File: src/rtl/core/earliest_free_worker_scheduler_top_assert.svh
// Assertion macros for the earliest-free-worker scheduler.
`ifndef EARLIEST_FREE_WORKER_SCHEDULER_TOP_ASSERT_SVH
`define EARLIEST_FREE_WORKER_SCHEDULER_TOP_ASSERT_SVH

`ifndef SYNTHESIS

// Check that cons holds in the same cycle as ante.
`define EFWS_ASSERT_SAME(lbl, clk_s, rstn_s, ante, cons) \
  lbl: assert property (@(posedge clk_s) disable iff (!(rstn_s)) (ante) |-> (cons)) \
    else $error("scheduler check failed");

// Check that cons holds in the cycle after ante.
`define EFWS_ASSERT_NEXT(lbl, clk_s, rstn_s, ante, cons) \
  lbl: assert property (@(posedge clk_s) disable iff (!(rstn_s)) (ante) |=> (cons)) \
    else $error("scheduler check failed");

`else

`define EFWS_ASSERT_SAME(lbl, clk_s, rstn_s, ante, cons)
`define EFWS_ASSERT_NEXT(lbl, clk_s, rstn_s, ante, cons)

`endif

`endif

File: src/rtl/core/efws_pkg.sv
// Shared types and constants of the earliest-free-worker scheduler.
`timescale 1ns / 1ps

package efws_pkg;

  localparam int DUR_W           = 32;
  localparam int TIME_W          = 48;
  localparam int IDX_OUT_W       = 4;
  localparam int CNT_W           = 5;
  localparam int MAX_WORKERS_DEF = 16;
  localparam int CNT_CMP_W       = 9;

  localparam logic [CNT_W-1:0]  CNT_RESET = 5'd16;
  localparam logic [TIME_W-1:0] TIME_MAX  = {TIME_W{1'b1}};

  typedef enum logic [1:0] {
    ST_IDLE,
    ST_SCAN,
    ST_LAST,
    ST_WRITE
  } seq_state_t;

  typedef struct packed {
    logic load_job;
    logic rd_en;
    logic cmp_en;
    logic cmp_first;
    logic commit;
  } efws_ctrl_t;

endpackage

File: src/rtl/core/efws_time_mem.sv
// Free-time store: one read and one write port, registered read, valid bits.
`timescale 1ns / 1ps

module efws_time_mem #(
  parameter int DEPTH = efws_pkg::MAX_WORKERS_DEF,
  parameter int IDX_W = 4
) (
  input  logic                      clk,
  input  logic                      rst_n,
  input  logic                      rd_en,
  input  logic [IDX_W-1:0]          rd_addr,
  output logic [efws_pkg::TIME_W-1:0] rd_data,
  input  logic                      wr_en,
  input  logic [IDX_W-1:0]          wr_addr,
  input  logic [efws_pkg::TIME_W-1:0] wr_data
);

  logic [efws_pkg::TIME_W-1:0] mem [DEPTH];
  logic [DEPTH-1:0]            vld_r;
  logic [efws_pkg::TIME_W-1:0] rd_word_r;
  logic                        rd_vld_r;

  always_ff @(posedge clk) begin
    if (wr_en) begin
      mem[wr_addr] <= wr_data;
    end
    if (rd_en) begin
      rd_word_r <= mem[rd_addr];
    end
  end

  always_ff @(posedge clk) begin
    if (!rst_n) begin
      vld_r    <= '0;
      rd_vld_r <= 1'b0;
    end else begin
      if (wr_en) begin
        vld_r[wr_addr] <= 1'b1;
      end
      if (rd_en) begin
        rd_vld_r <= vld_r[rd_addr];
      end
    end
  end

  // An entry never written reads as time zero.
  assign rd_data = rd_vld_r ? rd_word_r : '0;

endmodule

File: src/rtl/core/efws_min_unit.sv
// Shared compare unit: track earliest free worker, form saturated new free time.
`timescale 1ns / 1ps

module efws_min_unit #(
  parameter int IDX_W = 4
) (
  input  logic                        clk,
  input  efws_pkg::efws_ctrl_t        ctrl,
  input  logic [IDX_W-1:0]            cmp_idx,
  input  logic [efws_pkg::TIME_W-1:0] rd_data,
  input  logic [efws_pkg::DUR_W-1:0]  job_duration,
  output logic [IDX_W-1:0]            best_idx,
  output logic [efws_pkg::TIME_W-1:0] best_time,
  output logic [efws_pkg::TIME_W-1:0] new_time
);

  logic [efws_pkg::DUR_W-1:0]  dur_r;
  logic [IDX_W-1:0]            best_idx_r;
  logic [efws_pkg::TIME_W-1:0] best_time_r;
  logic [efws_pkg::TIME_W:0]   sum;

  always_ff @(posedge clk) begin
    if (ctrl.load_job) begin
      dur_r <= job_duration;
    end
    // strict less-than keeps the lowest index on ties
    if (ctrl.cmp_en && (ctrl.cmp_first || (rd_data < best_time_r))) begin
      best_idx_r  <= cmp_idx;
      best_time_r <= rd_data;
    end
  end

  assign sum = {1'b0, best_time_r} +
               {{(efws_pkg::TIME_W + 1 - efws_pkg::DUR_W){1'b0}}, dur_r};

  assign new_time  = sum[efws_pkg::TIME_W] ? efws_pkg::TIME_MAX
                                           : sum[efws_pkg::TIME_W-1:0];
  assign best_idx  = best_idx_r;
  assign best_time = best_time_r;

endmodule

File: src/rtl/core/efws_seq.sv
// Sequencer: walk the active workers through the shared compare unit.
`timescale 1ns / 1ps

module efws_seq #(
  parameter int IDX_W = 4
) (
  input  logic                 clk,
  input  logic                 rst_n,
  input  logic                 in_valid,
  output logic                 in_ready,
  input  logic [IDX_W-1:0]     last_idx,
  input  logic                 out_busy,
  output logic [IDX_W-1:0]     rd_addr,
  output logic [IDX_W-1:0]     cmp_idx,
  output efws_pkg::efws_ctrl_t ctrl
);

  efws_pkg::seq_state_t state_r, state_nxt;
  logic [IDX_W-1:0]     rd_idx_r, rd_idx_nxt;
  logic                 pend_r;
  logic                 pend_first_r;
  logic [IDX_W-1:0]     pend_idx_r;

  always_comb begin
    state_nxt = state_r;
    case (state_r)
      efws_pkg::ST_IDLE: begin
        if (in_valid) state_nxt = efws_pkg::ST_SCAN;
      end
      efws_pkg::ST_SCAN: begin
        if (rd_idx_r == last_idx) state_nxt = efws_pkg::ST_LAST;
      end
      efws_pkg::ST_LAST: begin
        state_nxt = efws_pkg::ST_WRITE;
      end
      efws_pkg::ST_WRITE: begin
        if (!out_busy) state_nxt = efws_pkg::ST_IDLE;
      end
      default: begin
        state_nxt = efws_pkg::ST_IDLE;
      end
    endcase
  end

  always_comb begin
    in_ready       = 1'b0;
    ctrl.load_job  = 1'b0;
    ctrl.rd_en     = 1'b0;
    ctrl.commit    = 1'b0;
    rd_idx_nxt     = rd_idx_r;
    case (state_r)
      efws_pkg::ST_IDLE: begin
        in_ready      = 1'b1;
        ctrl.load_job = in_valid;
        rd_idx_nxt    = '0;
      end
      efws_pkg::ST_SCAN: begin
        ctrl.rd_en = 1'b1;
        rd_idx_nxt = rd_idx_r + 1'b1;
      end
      efws_pkg::ST_WRITE: begin
        ctrl.commit = !out_busy;
      end
      default: begin
        rd_idx_nxt = rd_idx_r;
      end
    endcase
    ctrl.cmp_en    = pend_r;
    ctrl.cmp_first = pend_first_r;
  end

  always_ff @(posedge clk) begin
    if (!rst_n) begin
      state_r <= efws_pkg::ST_IDLE;
      pend_r  <= 1'b0;
    end else begin
      state_r <= state_nxt;
      pend_r  <= ctrl.rd_en;
    end
  end

  always_ff @(posedge clk) begin
    rd_idx_r     <= rd_idx_nxt;
    pend_idx_r   <= rd_idx_r;
    pend_first_r <= (rd_idx_r == '0);
  end

  assign rd_addr = rd_idx_r;
  assign cmp_idx = pend_idx_r;

endmodule

File: src/rtl/core/earliest_free_worker_scheduler_top.sv
// Top level of the earliest-free-worker job scheduler.
`timescale 1ns / 1ps

// Each input word carries a job duration; the block picks the active worker
// with the smallest next-free time (lowest worker number on ties), returns that
// worker and its start time, and advances the worker's free time by the
// duration, saturating at 2^48-1. All free times read as zero after reset
// through per-entry valid bits, so there is no clearing pass. worker_count
// (cfg port) selects workers 0..n-1; zero counts as one, values above
// MAX_WORKERS count as MAX_WORKERS. One job occupies the block through these
// steps in order: accept, read the free-time table through its single read
// port into the shared comparator, finish the last compare, and write back
// and load the result register. The input is not ready during that time; a
// finished result sits in the output register and the next job may be
// accepted while it waits. The write-back step of that next job holds for as
// long as the previous result word is still unread.

`include "earliest_free_worker_scheduler_top_assert.svh"

module earliest_free_worker_scheduler_top #(
  parameter int MAX_WORKERS = efws_pkg::MAX_WORKERS_DEF
) (
  input  logic        clk,
  input  logic        rst_n,
  // configuration: worker_count
  input  logic        cfg_wr_en,
  input  logic [4:0]  cfg_wr_data,
  // input stream
  input  logic        in_tvalid,
  output logic        in_tready,
  input  logic [31:0] in_tdata,   // [31:0] job_duration
  // result stream
  output logic        out_tvalid,
  input  logic        out_tready,
  output logic [55:0] out_tdata   // [3:0] worker_index, [51:4] start_time, [55:52] zero
);

  localparam int IDX_W = (MAX_WORKERS > 1) ? $clog2(MAX_WORKERS) : 1;
  localparam logic [efws_pkg::CNT_CMP_W-1:0] MAX_CNT = efws_pkg::CNT_CMP_W'(MAX_WORKERS);

  efws_pkg::efws_ctrl_t ctrl;

  logic [efws_pkg::CNT_W-1:0]     worker_count_r;
  logic [efws_pkg::CNT_CMP_W-1:0] cnt_ext;
  logic [efws_pkg::CNT_CMP_W-1:0] last_ext;
  logic [IDX_W-1:0]               last_idx;
  logic [IDX_W-1:0]               rd_addr;
  logic [IDX_W-1:0]               cmp_idx;
  logic [IDX_W-1:0]               best_idx;
  logic [efws_pkg::TIME_W-1:0]    rd_data;
  logic [efws_pkg::TIME_W-1:0]    best_time;
  logic [efws_pkg::TIME_W-1:0]    new_time;
  logic [IDX_W+efws_pkg::IDX_OUT_W-1:0] idx_ext;
  logic                           out_busy;

  logic                              out_vld_r;
  logic [efws_pkg::IDX_OUT_W-1:0]    out_idx_r;
  logic [efws_pkg::TIME_W-1:0]       out_time_r;

  // Hold the worker count; the user is to write it only while the block is idle, which the block does not enforce.
  always_ff @(posedge clk) begin
    if (!rst_n) begin
      worker_count_r <= efws_pkg::CNT_RESET;
    end else if (cfg_wr_en) begin
      worker_count_r <= cfg_wr_data;
    end
  end

  // Clamp the count to 1..MAX_WORKERS and turn it into the last index scanned.
  assign cnt_ext = {{(efws_pkg::CNT_CMP_W - efws_pkg::CNT_W){1'b0}}, worker_count_r};

  always_comb begin
    if (cnt_ext == '0) begin
      last_ext = '0;
    end else if (cnt_ext > MAX_CNT) begin
      last_ext = MAX_CNT - 1'b1;
    end else begin
      last_ext = cnt_ext - 1'b1;
    end
  end

  assign last_idx = last_ext[IDX_W-1:0];

  // A result still waiting blocks the write-back step only.
  assign out_busy = out_vld_r && !out_tready;

  efws_seq #(
    .IDX_W (IDX_W)
  ) u_seq (
    .clk      (clk),
    .rst_n    (rst_n),
    .in_valid (in_tvalid),
    .in_ready (in_tready),
    .last_idx (last_idx),
    .out_busy (out_busy),
    .rd_addr  (rd_addr),
    .cmp_idx  (cmp_idx),
    .ctrl     (ctrl)
  );

  efws_time_mem #(
    .DEPTH (MAX_WORKERS),
    .IDX_W (IDX_W)
  ) u_mem (
    .clk     (clk),
    .rst_n   (rst_n),
    .rd_en   (ctrl.rd_en),
    .rd_addr (rd_addr),
    .rd_data (rd_data),
    .wr_en   (ctrl.commit),
    .wr_addr (best_idx),
    .wr_data (new_time)
  );

  efws_min_unit #(
    .IDX_W (IDX_W)
  ) u_min (
    .clk          (clk),
    .ctrl         (ctrl),
    .cmp_idx      (cmp_idx),
    .rd_data      (rd_data),
    .job_duration (in_tdata),
    .best_idx     (best_idx),
    .best_time    (best_time),
    .new_time     (new_time)
  );

  // The reported index keeps its low four bits.
  assign idx_ext = {{efws_pkg::IDX_OUT_W{1'b0}}, best_idx};

  // Result register: load on write-back, drop once the word is taken.
  always_ff @(posedge clk) begin
    if (!rst_n) begin
      out_vld_r <= 1'b0;
    end else if (ctrl.commit) begin
      out_vld_r <= 1'b1;
    end else if (out_tready) begin
      out_vld_r <= 1'b0;
    end
  end

  always_ff @(posedge clk) begin
    if (ctrl.commit) begin
      out_idx_r  <= idx_ext[efws_pkg::IDX_OUT_W-1:0];
      out_time_r <= best_time;
    end
  end

  assign out_tvalid = out_vld_r;
  assign out_tdata  = {4'b0000, out_time_r, out_idx_r};

  // A job blocks the input until its write-back is done.
  `EFWS_ASSERT_NEXT(a_busy_after_accept, clk, rst_n, in_tvalid && in_tready, !in_tready)
  // Write-back always leaves a valid result word.
  `EFWS_ASSERT_NEXT(a_commit_loads_out, clk, rst_n, ctrl.commit, out_tvalid)
  // The chosen worker lies inside the active range.
  `EFWS_ASSERT_SAME(a_best_in_range, clk, rst_n, ctrl.commit, best_idx <= last_idx)

endmodule

File: config.mk
export PLATFORM = sky130hd
export DESIGN_NAME = earliest_free_worker_scheduler_top
export DESIGN_NICKNAME = d
export VERILOG_FILES = /design/src/rtl/core/efws_pkg.sv /design/src/rtl/core/efws_time_mem.sv /design/src/rtl/core/efws_min_unit.sv /design/src/rtl/core/efws_seq.sv /design/src/rtl/core/earliest_free_worker_scheduler_top.sv
export VERILOG_INCLUDE_DIRS = /design/src /design/src/rtl/core
export SDC_FILE = /design/constraint.sdc
export NUM_CORES = 1
export LEC_CHECK = 0
export BUFFER_PORTS_ARGS = -buffer_cell sky130_fd_sc_hd__clkbuf_2
export CORE_MARGIN = 10
export CORE_UTILIZATION = 45
export CTS_CLUSTER_SIZE = 28
export DETAILED_ROUTE_END_ITERATION = 8
export SETUP_SLACK_MARGIN = 0.05
export SYNTH_ARGS = -nofsm -noshare
export SYNTH_HDL_FRONTEND = slang
export SYNTH_SLANG_ARGS = --single-unit
File: constraint.sdc
create_clock -name clk -period 5.5 [get_ports clk]
set_input_delay 0.275 -clock clk [delete_from_list [all_inputs] [get_ports clk]]
set_output_delay 0.275 -clock clk [all_outputs]
set_load 0.02 [all_outputs]
# After elaboration in Yosys (flattened, before gate mapping)
# Memory sizes are Yosys's and may differ from the RTL's. A register that Yosys moved wholly into a read port is not among the register bits.
# Cells that the tools add are included.
dict set report word_totals {
  reg_bits 171
  ram_bits 768
  in_bits 42
  output_inout_bits 58
  wordCells 64
  n_memories 1
}
dict set report classes {
  add_sub_neg 3
  magnitude_cmp 5
  eq_ne 7
  mux 21
  bitwise_logic 1
  reduce_logical 12
}
# memory depth word_bits read_ports rd_clocked_by_memory_dff write_ports line
set mem_list {}
lappend mem_list {u_mem.mem 16 48 1 1 1 efws_time_mem.sv:18} ;# logic [efws_pkg::TIME_W-1:0] mem [DEPTH];
# operator n
set ops {}
lappend ops {{$mux 48} 2}
lappend ops {{$add 48x32->49} 1}
lappend ops {{$lt 48x48->1} 1}
lappend ops {{$or 16x16->16} 1}
lappend ops {{$lt 4x5->1 const B} 2}
lappend ops {{$mux 1} 10}
lappend ops {{$logic_not 9->1} 1}
lappend ops {{$mux 4} 2}
lappend ops {{$pmux 2 s4} 1}
lappend ops {{$pmux 4 s2} 1}
lappend ops {{$mux 2} 3}
lappend ops {{$gt 5x5->1 const B} 1}
lappend ops {{$add 4x1->4 const B} 1}
lappend ops {{$bmux 1 s4} 1}
lappend ops {{$demux 1 s4} 1}
lappend ops {{$eq 2x2->1 const B} 2}
lappend ops {{$eq 4x4->1} 1}
lappend ops {{$ge 4x1->1 const B} 1}
lappend ops {{$logic_not 4->1} 1}
lappend ops {{$ne 2x2->1 const B} 2}
lappend ops {{$reduce_bool 2->1} 2}
lappend ops {{$sub 4x1->4 const B} 1}
lappend ops {{$logic_and 1x1->1} 3}
lappend ops {{$reduce_and 3->1} 1}
lappend ops {{5 further kinds} 6}

# Longest topological paths before layout
# Gate-level depths: netlist of the first run.
dict set report logic_depth {
  ltp_word 6
  depth_mapped 13
  mapped_depth_nobuf 10
}

# By module
# A second synthesis of the first run with hierarchy kept.
dict set report hier_totals {
  cells_unflattened 1971
  hier_area_um2 39930.8
}
# mod instances cells_per_inst area_each_um2 seq_area_each_um2
set by_module_without_submodules {}
lappend by_module_without_submodules {efws_time_mem 1 1240 31315.0 24843.8}
lappend by_module_without_submodules {efws_min_unit 1 586 6097.1 2522.4}
lappend by_module_without_submodules {earliest_free_worker_scheduler_top 1 95 1928.1 1681.6}
lappend by_module_without_submodules {efws_seq 1 50 590.6 280.3}

# Worst setup path after synthesis of the first run
# Ideal clock, no wire load.
dict set report synth_timing {
  path_type {register -> register}
  start {reg u_seq.state_r[0]}
  end {mem u_mem.mem[12][0] in the netlist's numbering, enable pin}
  setup_ps 515
  t_arrival_ps 5376
  required_time_ps 4985
  path_slack_ps -391
  path_stages_with_launch 6
  n_path_buf 0
  period_less_slack_ps 5891
  path_cell_list {dfxtp_1 ha_1 nand2_1 inv_1 nand3_1 nor3_1}
}
# item line
set synth_rtl {}
lappend synth_rtl {{from (decl)} efws_seq.sv:18} ;# efws_pkg::seq_state_t state_r, state_nxt;
lappend synth_rtl {{from (signal assigned)} efws_seq.sv:74} ;# state_r <= efws_pkg::ST_IDLE;
lappend synth_rtl {{from (signal assigned)} efws_seq.sv:77} ;# state_r <= state_nxt;
lappend synth_rtl {{to (decl)} efws_time_mem.sv:18}

# Worst setup path in the final report of the first run
dict set report layout_timing {
  start {reg u_min.best_time_r, in the netlist u_min.best_time[0]}
  end {mem u_mem.mem[3][0] in the netlist's numbering (data pin)}
}
dict set report layout_between {
  elab_chain_cells 2
}
# item line
set layout_lines {}
lappend layout_lines {{from (decl)} efws_min_unit.sv:19} ;# logic [efws_pkg::TIME_W-1:0] best_time_r;
lappend layout_lines {{from (signal assigned)} efws_min_unit.sv:29} ;# best_time_r <= rd_data;
lappend layout_lines {{$add 48x32->49} efws_min_unit.sv:33} ;# assign sum = {1'b0, best_time_r} +
lappend layout_lines {{$mux 48} efws_min_unit.sv:36} ;# assign new_time = sum[efws_pkg::TIME_W] ? efws_pkg::TIME_MAX
lappend layout_lines {{net new_time (one bit)} earliest_free_worker_scheduler_top.sv:52} ;# logic [efws_pkg::TIME_W-1:0] new_time;
# The timed path passes the listed nets, and every way through them passes these cells.

==> results of run 1 <==
worst paths after layout:
path | startpoint | end | slack (ns) | depth (start not counted)
max | u_min.best_time[0]$_DFFE_PP_ | u_mem.mem[3][0]$_DFFE_PP_ | 0.98 | 11
min | cfg_wr_en | worker_count_r[0]$_SDFFE_PN0P_ | 0.06 | 3
max reg2reg | u_min.best_time[0]$_DFFE_PP_ | u_mem.mem[3][0]$_DFFE_PP_ | 0.98 | 11
min reg2reg | u_seq.cmp_idx[1]$_DFF_P_ | u_min.best_idx[1]$_DFFE_PP_ | 0.40 | 0
layout by cell type, fill, tap and decap left out, drive strengths merged, types with 2 or more instances in the layout:
cell,netlist,final
and3,4,4
or3,2,2
nand2b,7,7
a21o,29,29
xor2,14,14
conb,1,4
o211ai,6,6
nand3,13,13
xnor2,24,24
nor3b,3,3
o21ai,38,38
a2111oi,2,2
nor2b,10,10
mux2i,5,5
and2,53,53
o21bai,7,7
dlygate4sd3,0,43
clkinv,0,46
clkbuf,46,217
ha,86,86
o21a,26,26
a41oi,2,2
inv,66,69
mux2,6,6
nand2,79,79
a21oi,51,51
a31oi,8,8
a21boi,2,2
mux4,245,245
nand4,23,23
nor3,14,14
maj3,2,2
or2,2,2
nor2,39,39
o31ai,3,3
bufinv,0,7
a211oi,10,10
edfxtp,956,956
buf,39,46
dfxtp,31,31
timing repair:
action                    4_1_cts  5_1_grt
resized for setup               0        0
hold buffers                   43        0
hold endpoints to repair       38        0
cells by family (layout without fill, tap and decap cells):
logic type | after synthesis | in the layout
flip-flops | 987 | 987
multiplexers | 256 | 256
AND/OR/NAND/NOR | 256 | 256
AO/OA/AOI/OAI | 193 | 193
buffers and inverters | 151 | 429
adder cells (fa/ha/maj) | 89 | 89
XOR/XNOR | 38 | 38
other | 1 | 4
metrics by stage:
stage	power [mW]	std cells	cell area [sq um]	hold WS [ns]	utilization [%]
floorplan	13.55	1974	39690	0.3462	-
global placement	14.92	3185	41790	0.3866	47.95
detailed placement	15.07	3185	41790	0.3897	47.95
CTS	21.60	3407	45340	0.004342	52.02
global route	22.29	3407	45340	0.07185	52.02
finish	21.40	3407	45340	0.05579	52.02
layout make-up:
class	count	area share, %
Clock buffer	122	5.842
Multi-Input combinational cell	836	21.78
Sequential cell	987	64.68
Inverter	66	0.5464
Timing Repair Buffer	184	2.925
Clock inverter	57	1.040
Tap cell	1155	3.187
power groups by stage:
| stage | Clock [mW] | Sequential [mW] | Combinational, mW |
|---|---|---|---|
| 2_1_floorplan | 0 | 10.1 | 3.48 |
| 3_3_place_gp | 0 | 10.2 | 4.75 |
| 3_5_place_dp | 0 | 10.2 | 4.88 |
| 4_1_cts | 6.63 | 10.0 | 4.92 |
| 5_1_grt | 6.93 | 10.1 | 5.29 |
| 6_report | 6.51 | 10.0 | 4.86 |
registers in the layout, summed over array words and instances (netlist names), 5 cells and up:
name             count
u_min.dur_r         32
u_mem.rd_word_r     48
worker_count_r       5
out_time_r          48
u_mem.mem          768
u_min.best_time     48
u_mem.vld_r         16
worst max-delay path, stage by stage (launching register included):
cell and delay, ns:
edfxtp_1 0.42, ha_1 0.26, fa_1 0.45, a211oi_2 0.30, o21ai_2 0.14, o2111a_1 0.29
a32o_1 0.27, nor3_2 0.49, a21oi_2 0.27, nand2_2 0.63, buf_12 0.28, nand2b_1 0.34
routing by layer:
metal / track usage (%) / vias to the layer above
li1: - / 8438
met1: 27.13 / 10490
met2: 31.06 / 670
met3: 3.720 / 123
met4: 4.814 / 0
met5: 0 / -
==> impl_metrics.json, run 1 <==
{
  "finalWirelength_mm": 96.17,
  "async_reset_ff_share_pct": 0,
  "overflow": 0,
  "hold_class": "input pin to register",
  "nNetsFinal": 2304,
  "power.density_nw_per_um2": 472.1,
  "wire_per_inst_um": 28.23,
  "fin_ws_ns": 0.9801,
  "synth_top_family_by_area": "multiplexers",
  "synth.top_cell.area_share_pct": 72.35,
  "cp.arrival_ns": 4.80,
  "cts_tree": "yes",
  "setup.worst_path.class": "register to register",
  "rsz0062_at_grt": "false",
  "io_pins": 100,
  "cts_sinks": 987,
  "multi_input_area_sq_um": 9874,
  "core_area_sq_um": 87160,
  "clock.fmax_ghz": 0.2212,
  "power.share.clock_pct": 30.4,
  "worstSkewPairLatency_ns": 0.67,
  "clk_pin_slew_ns": 0.06,
  "ys.flop_type": "edfxtp_1",
  "dr.pass1.iters": 5,
  "die_y_um": 316.9,
  "drive_gt1_share_pct": 25.00,
  "initial_core_util_pct": 45.52,
  "comb_power_share_pct": 22.7,
  "muxShareOfSynthArea_pct": 14.22,
  "pre_cts_ws_ns": 0.7379,
  "maxSlewViolCount": 0,
  "power_switching_mw": 5.961,
  "drc_errors": 0,
  "pwr-share-seq_pct": 46.9,
  "globalplace.congestion": 0.8405,
  "worst-slew-pin-transition_ns": 1.175,
  "synth_edf_count": 956,
  "wl_met3_mm": 6.133,
  "vias_per_cell": 5.789,
  "ys_ff_latch": 987,
  "seq_area_sq_um": 29330,
  "met2_length_mm": 46.56,
  "cap_violations": 0,
  "wl_met1_mm": 41.43,
  "setup_violations": 0,
  "fin_crit_sh_pct": 82.18,
  "required_ns": 5.78,
  "syn_area_per_cell_sq_um": 20.13,
  "diodes": 0,
  "flow.area_growth_from_synthesis_pct": 14.28,
  "drtIter0Drc": 2174,
  "finalHoldViolations": 0,
  "maxSlewHeadroom_pct": 21.68,
  "p_leak_nw": 15.09,
  "rows": 108,
  "ys_types": 66,
  "synth_simple_gate_area_share_pct": 3.292,
  "fin_tns_setup_ns": 0,
  "syn-cell-area_sq_um": 39680,
  "io_buffer_count": 95,
  "cts_buffer_depth": 3,
  "top_layer_used": "met4",
  "n_fill_cell": 6900,
  "synth_commonest_cells": "956 x edfxtp_1, 245 x mux4_2, 86 x ha_1, 78 x nand2_1, 66 x inv_1",
  "synthCells": 1971,
  "grt_pass1_vias": 20320,
  "yosysTopAreaCell": "edfxtp_1",
  "post-cts-setup-buffers": 0,
  "synth-xor-area-share_pct": 0.8388,
  "synth_fa_ha_area_share_pct": 2.813,
  "grt_max_degree": 109,
  "dp_hpwl_mm": 53.49,
  "yosysSeqAreaShare_pct": 73.92,
  "worst_setup_path_start_kind": "register",
  "antenna_found_initial": 0,
  "cts_max_level": 3,
  "internal-power_mw": 15.44,
  "antenna_left": 0,
  "critPathMaxFanout": 20,
  "grt_usage_pct": 19.34,
  "ir_drop_uv": 375.8,
  "clockRootBuffer": "clkbuf_16",
  "cp-end-kind": "register",
  "period_minus_slack_ns": 4.520,
  "yosys_warnings": 0,
  "sw_frac_of_total_pct": 27.85,
  "die_area_sq_um": 100500,
  "yosysMostFrequentCell": "edfxtp_1",
  "vias": 19720,
  "grt_pass1_wl_mm": 140.2,
  "die_x_um": 316.9,
  "clock_skew_ns": 0.03110,
  "synth-compound-area-share_pct": 3.317,
  "status": "finished, final reports clean",
  "cts_buffers": 100,
  "synth_area_leaders": "edfxtp_1 72%, mux4_2 14%, ha_1 2.7%"
}
No activity file was read; power rests on OpenSTA's default activity.
==> run 2: changes to the inputs <==
--- a/config.mk
+++ b/config.mk
@@ -6,6 +6,7 @@
 export SDC_FILE = /design/constraint.sdc
 export NUM_CORES = 1
 export LEC_CHECK = 0
+export ABC_AREA = 1
 export BUFFER_PORTS_ARGS = -buffer_cell sky130_fd_sc_hd__clkbuf_2
 export CORE_MARGIN = 10
 export CORE_UTILIZATION = 45
==> constraint.sdc (replaced) <==
create_clock -name clk -period 3.71 [get_ports clk]
set_input_delay 0.1855 -clock clk [delete_from_list [all_inputs] [get_ports clk]]
set_output_delay 0.1855 -clock clk [all_outputs]
set_load 0.02 [all_outputs]
==> impl_metrics.json, run 2 <==
{
  "status": "finished, final reports clean",
  "grt_pass1_wl_mm": 174.1,
  "yosysSeqAreaShare_pct": 70.72,
  "grt_usage_pct": 22.37,
  "cts_resized": 0,
  "io_buffer_count": 95,
  "synth_fa_ha_area_share_pct": 2.643,
  "maxSlewViolCount": 0,
  "cp_cell_sequence": "buf_4, nand2_1, inv_1, ha_1, nand2_1, nor2_1, nand3_1, nor3b_1, and3_1, nand2_1, nand2_1, a21oi_4, buf_4",
  "final_common_cell": "edfxtp_1",
  "syn_area_per_cell_sq_um": 12.05,
  "clock.fmax_ghz": 0.3002,
  "async_reset_ff_share_pct": 0,
  "synth_simple_gate_area_share_pct": 12.22,
  "antenna_left": 0,
  "fin_crit_sh_pct": 89.78,
  "maxSlewHeadroom_pct": 34.56,
  "cts_buffer_depth": 3,
  "drc_errors": 0,
  "clk_pin_slew_ns": 0.06,
  "synth_commonest_cells": "956 x edfxtp_1, 544 x nor2_1, 432 x o21ai_0, 410 x nand2_1, 215 x inv_1",
  "wire_per_inst_um": 24.59,
  "holdCritStartpoint": "in_tdata[9]",
  "cpMostUsedCell": "nand2_1",
  "cp.arrival_ns": 3.74,
  "worstSkewPairLatency_ns": 0.69,
  "globalplace.congestion": 0.9929,
  "fin_hold_ws_ns": 0.2200,
  "cp_slowest_cell": "dfxtp_2",
  "clock_skew_ns": 0.03116,
  "critPathMaxFanout": 20,
  "period_minus_slack_ns": 3.331,
  "core_area_sq_um": 91520,
  "synth.top_cell.area_share_pct": 69.23,
  "grt_max_degree": 151,
  "cts_sinks": 987,
  "yosysTopAreaCell": "edfxtp_1",
  "ys_ff_latch": 987,
  "grt_pass1_vias": 26400,
  "die_area_sq_um": 104700,
  "ir_drop_uv": 643.9,
  "crit_start": "u_mem.rd_vld_r$_SDFFE_PN0P_",
  "power.density_nw_per_um2": 757.7,
  "drtIter0Drc": 2873,
  "p_leak_nw": 17.24,
  "ys.flop_type": "edfxtp_1",
  "dp_hpwl_mm": 69.61,
  "synth_top_family_by_area": "simple AND/OR/NAND/NOR gates",
  "antenna_found_initial": 1,
  "hold_class": "input pin to register",
  "worst_setup_path_start_kind": "register",
  "worst-slew-pin-transition_ns": 0.9713,
  "synth_edf_count": 956,
  "die_y_um": 323.6,
  "io_pins": 100,
  "yosys_warnings": 0,
  "overflow": 0,
  "cts_tree": "yes",
  "required_ns": 4.12,
  "synthCells": 3440,
  "die_x_um": 323.6,
  "setup.worst_path.class": "register to register",
  "rows": 111,
  "clockRootBuffer": "clkbuf_16",
  "synth-compound-area-share_pct": 10.29,
  "reg2reg_from": "u_mem.rd_vld_r$_SDFFE_PN0P_",
  "muxShareOfSynthArea_pct": 0,
  "vias_per_cell": 5.706,
  "vias": 27750,
  "finalWirelength_mm": 119.6,
  "cap_violations": 0,
  "cts_buffers": 100,
  "cpPeakStageDelay_ns": 0.72,
  "n_fill_cell": 7699,
  "rsz0062_at_grt": "false",
  "synth-xor-area-share_pct": 0.3379,
  "cp-end-kind": "register",
  "top_register": "u_mem.mem",
  "total_power_mw": 36.35,
  "yosysMostFrequentCell": "edfxtp_1",
  "synth_area_leaders": "edfxtp_1 69%, o21ai_0 5.2%, nor2_1 4.9%",
  "syn-cell-area_sq_um": 41470,
  "dr.pass1.iters": 5,
  "final_cell_mix": "956 x edfxtp_1, 526 x nor2_1, 432 x o21ai_0",
  "ys_types": 50,
  "setup_violations": 0,
  "nNetsFinal": 3720,
  "finalHoldViolations": 0,
  "initial_core_util_pct": 45.31,
  "cts_max_level": 3,
  "flow.area_growth_from_synthesis_pct": 15.68,
  "drive_gt1_share_pct": 10.75,
  "largest_register_ffs": 768
}
[run 2: repair_timing]
action | CTS | global route
hold buffers | 52 | 0
setup buffers | 0 | 0
endpoints found under the hold margin | 45 | 0
[run 2: cells by family after synthesis]
group / after synthesis
AO/OA/AOI/OAI: 748
other: 1
XOR/XNOR: 16
AND/OR/NAND/NOR: 1203
flip-flops: 987
buffers and inverters: 398
adder cells (fa/ha/maj): 87
[run 2: report_power, final]
part	internal [mW]	total [mW]	switching (mW)	leakage (nW)
Combinational	2.79	10.5	7.69	6.59
Sequential	14.5	15.1	0.516	8.93
Clock	6.43	10.8	4.39	1.73
Total	23.8	36.3	12.6	17.2
[run 2: metrics by stage]
step	utilization (%)	setup slack [ns]	setup TNS (ns)	area [sq um]	cells
3_3_place_gp	47.93	0.4729	0	43870	4623
6_report	52.41	0.3792	0	47970	4864
4_1_cts	52.41	0.4287	0	47970	4862
2_1_floorplan	-	-0.1975	-114.06	41520	3443
5_1_grt	52.41	0.2397	0	47970	4862
3_5_place_dp	47.93	0.4254	0	43870	4623
[run 2: path summary, 6_finish.rpt]
check	endpoint	slack, ns	depth (start not counted)
min	u_min.dur_r[9]$_DFFE_PP_	0.22	2
max reg2reg	u_min.best_time[4]$_DFFE_PP_	0.38	13
max	u_min.best_time[4]$_DFFE_PP_	0.38	13
min reg2reg	u_min.best_idx[2]$_DFFE_PP_	0.40	0
[run 2: layer usage]
metal,part of all wire (%),global-route usage [%],vias to the layer above
met5,0,0,-
met2,49,37.41,1072
met3,6.7,2.710,191
met4,2.7,7.138,0
li1,-,-,12720
met1,42,30.29,13770
[run 2: worst max-delay path: cells and delay by family, from the launching register on]
family	cells	cell delay (ns)
and+or+nand+nor	8	1.44
DFF	1	0.72
buffers and inverters	3	0.64
adders and majority gates	1	0.15
AOI/OAI and AO/OA	1	0.07
[run 2: area by class of cell]
cell class              instances  area, sq um  area share (%)
flip-flops and latches        987        29330           61.14
multi-input cells            2058        10740           22.40
clock buffers                 119         2625           5.472
repair buffers                217         1972           4.111
well taps                    1186         1484           3.093
clock inverters                68        949.7           1.980
inverters                     227        862.1           1.797
diodes                          2        5.005         0.01043
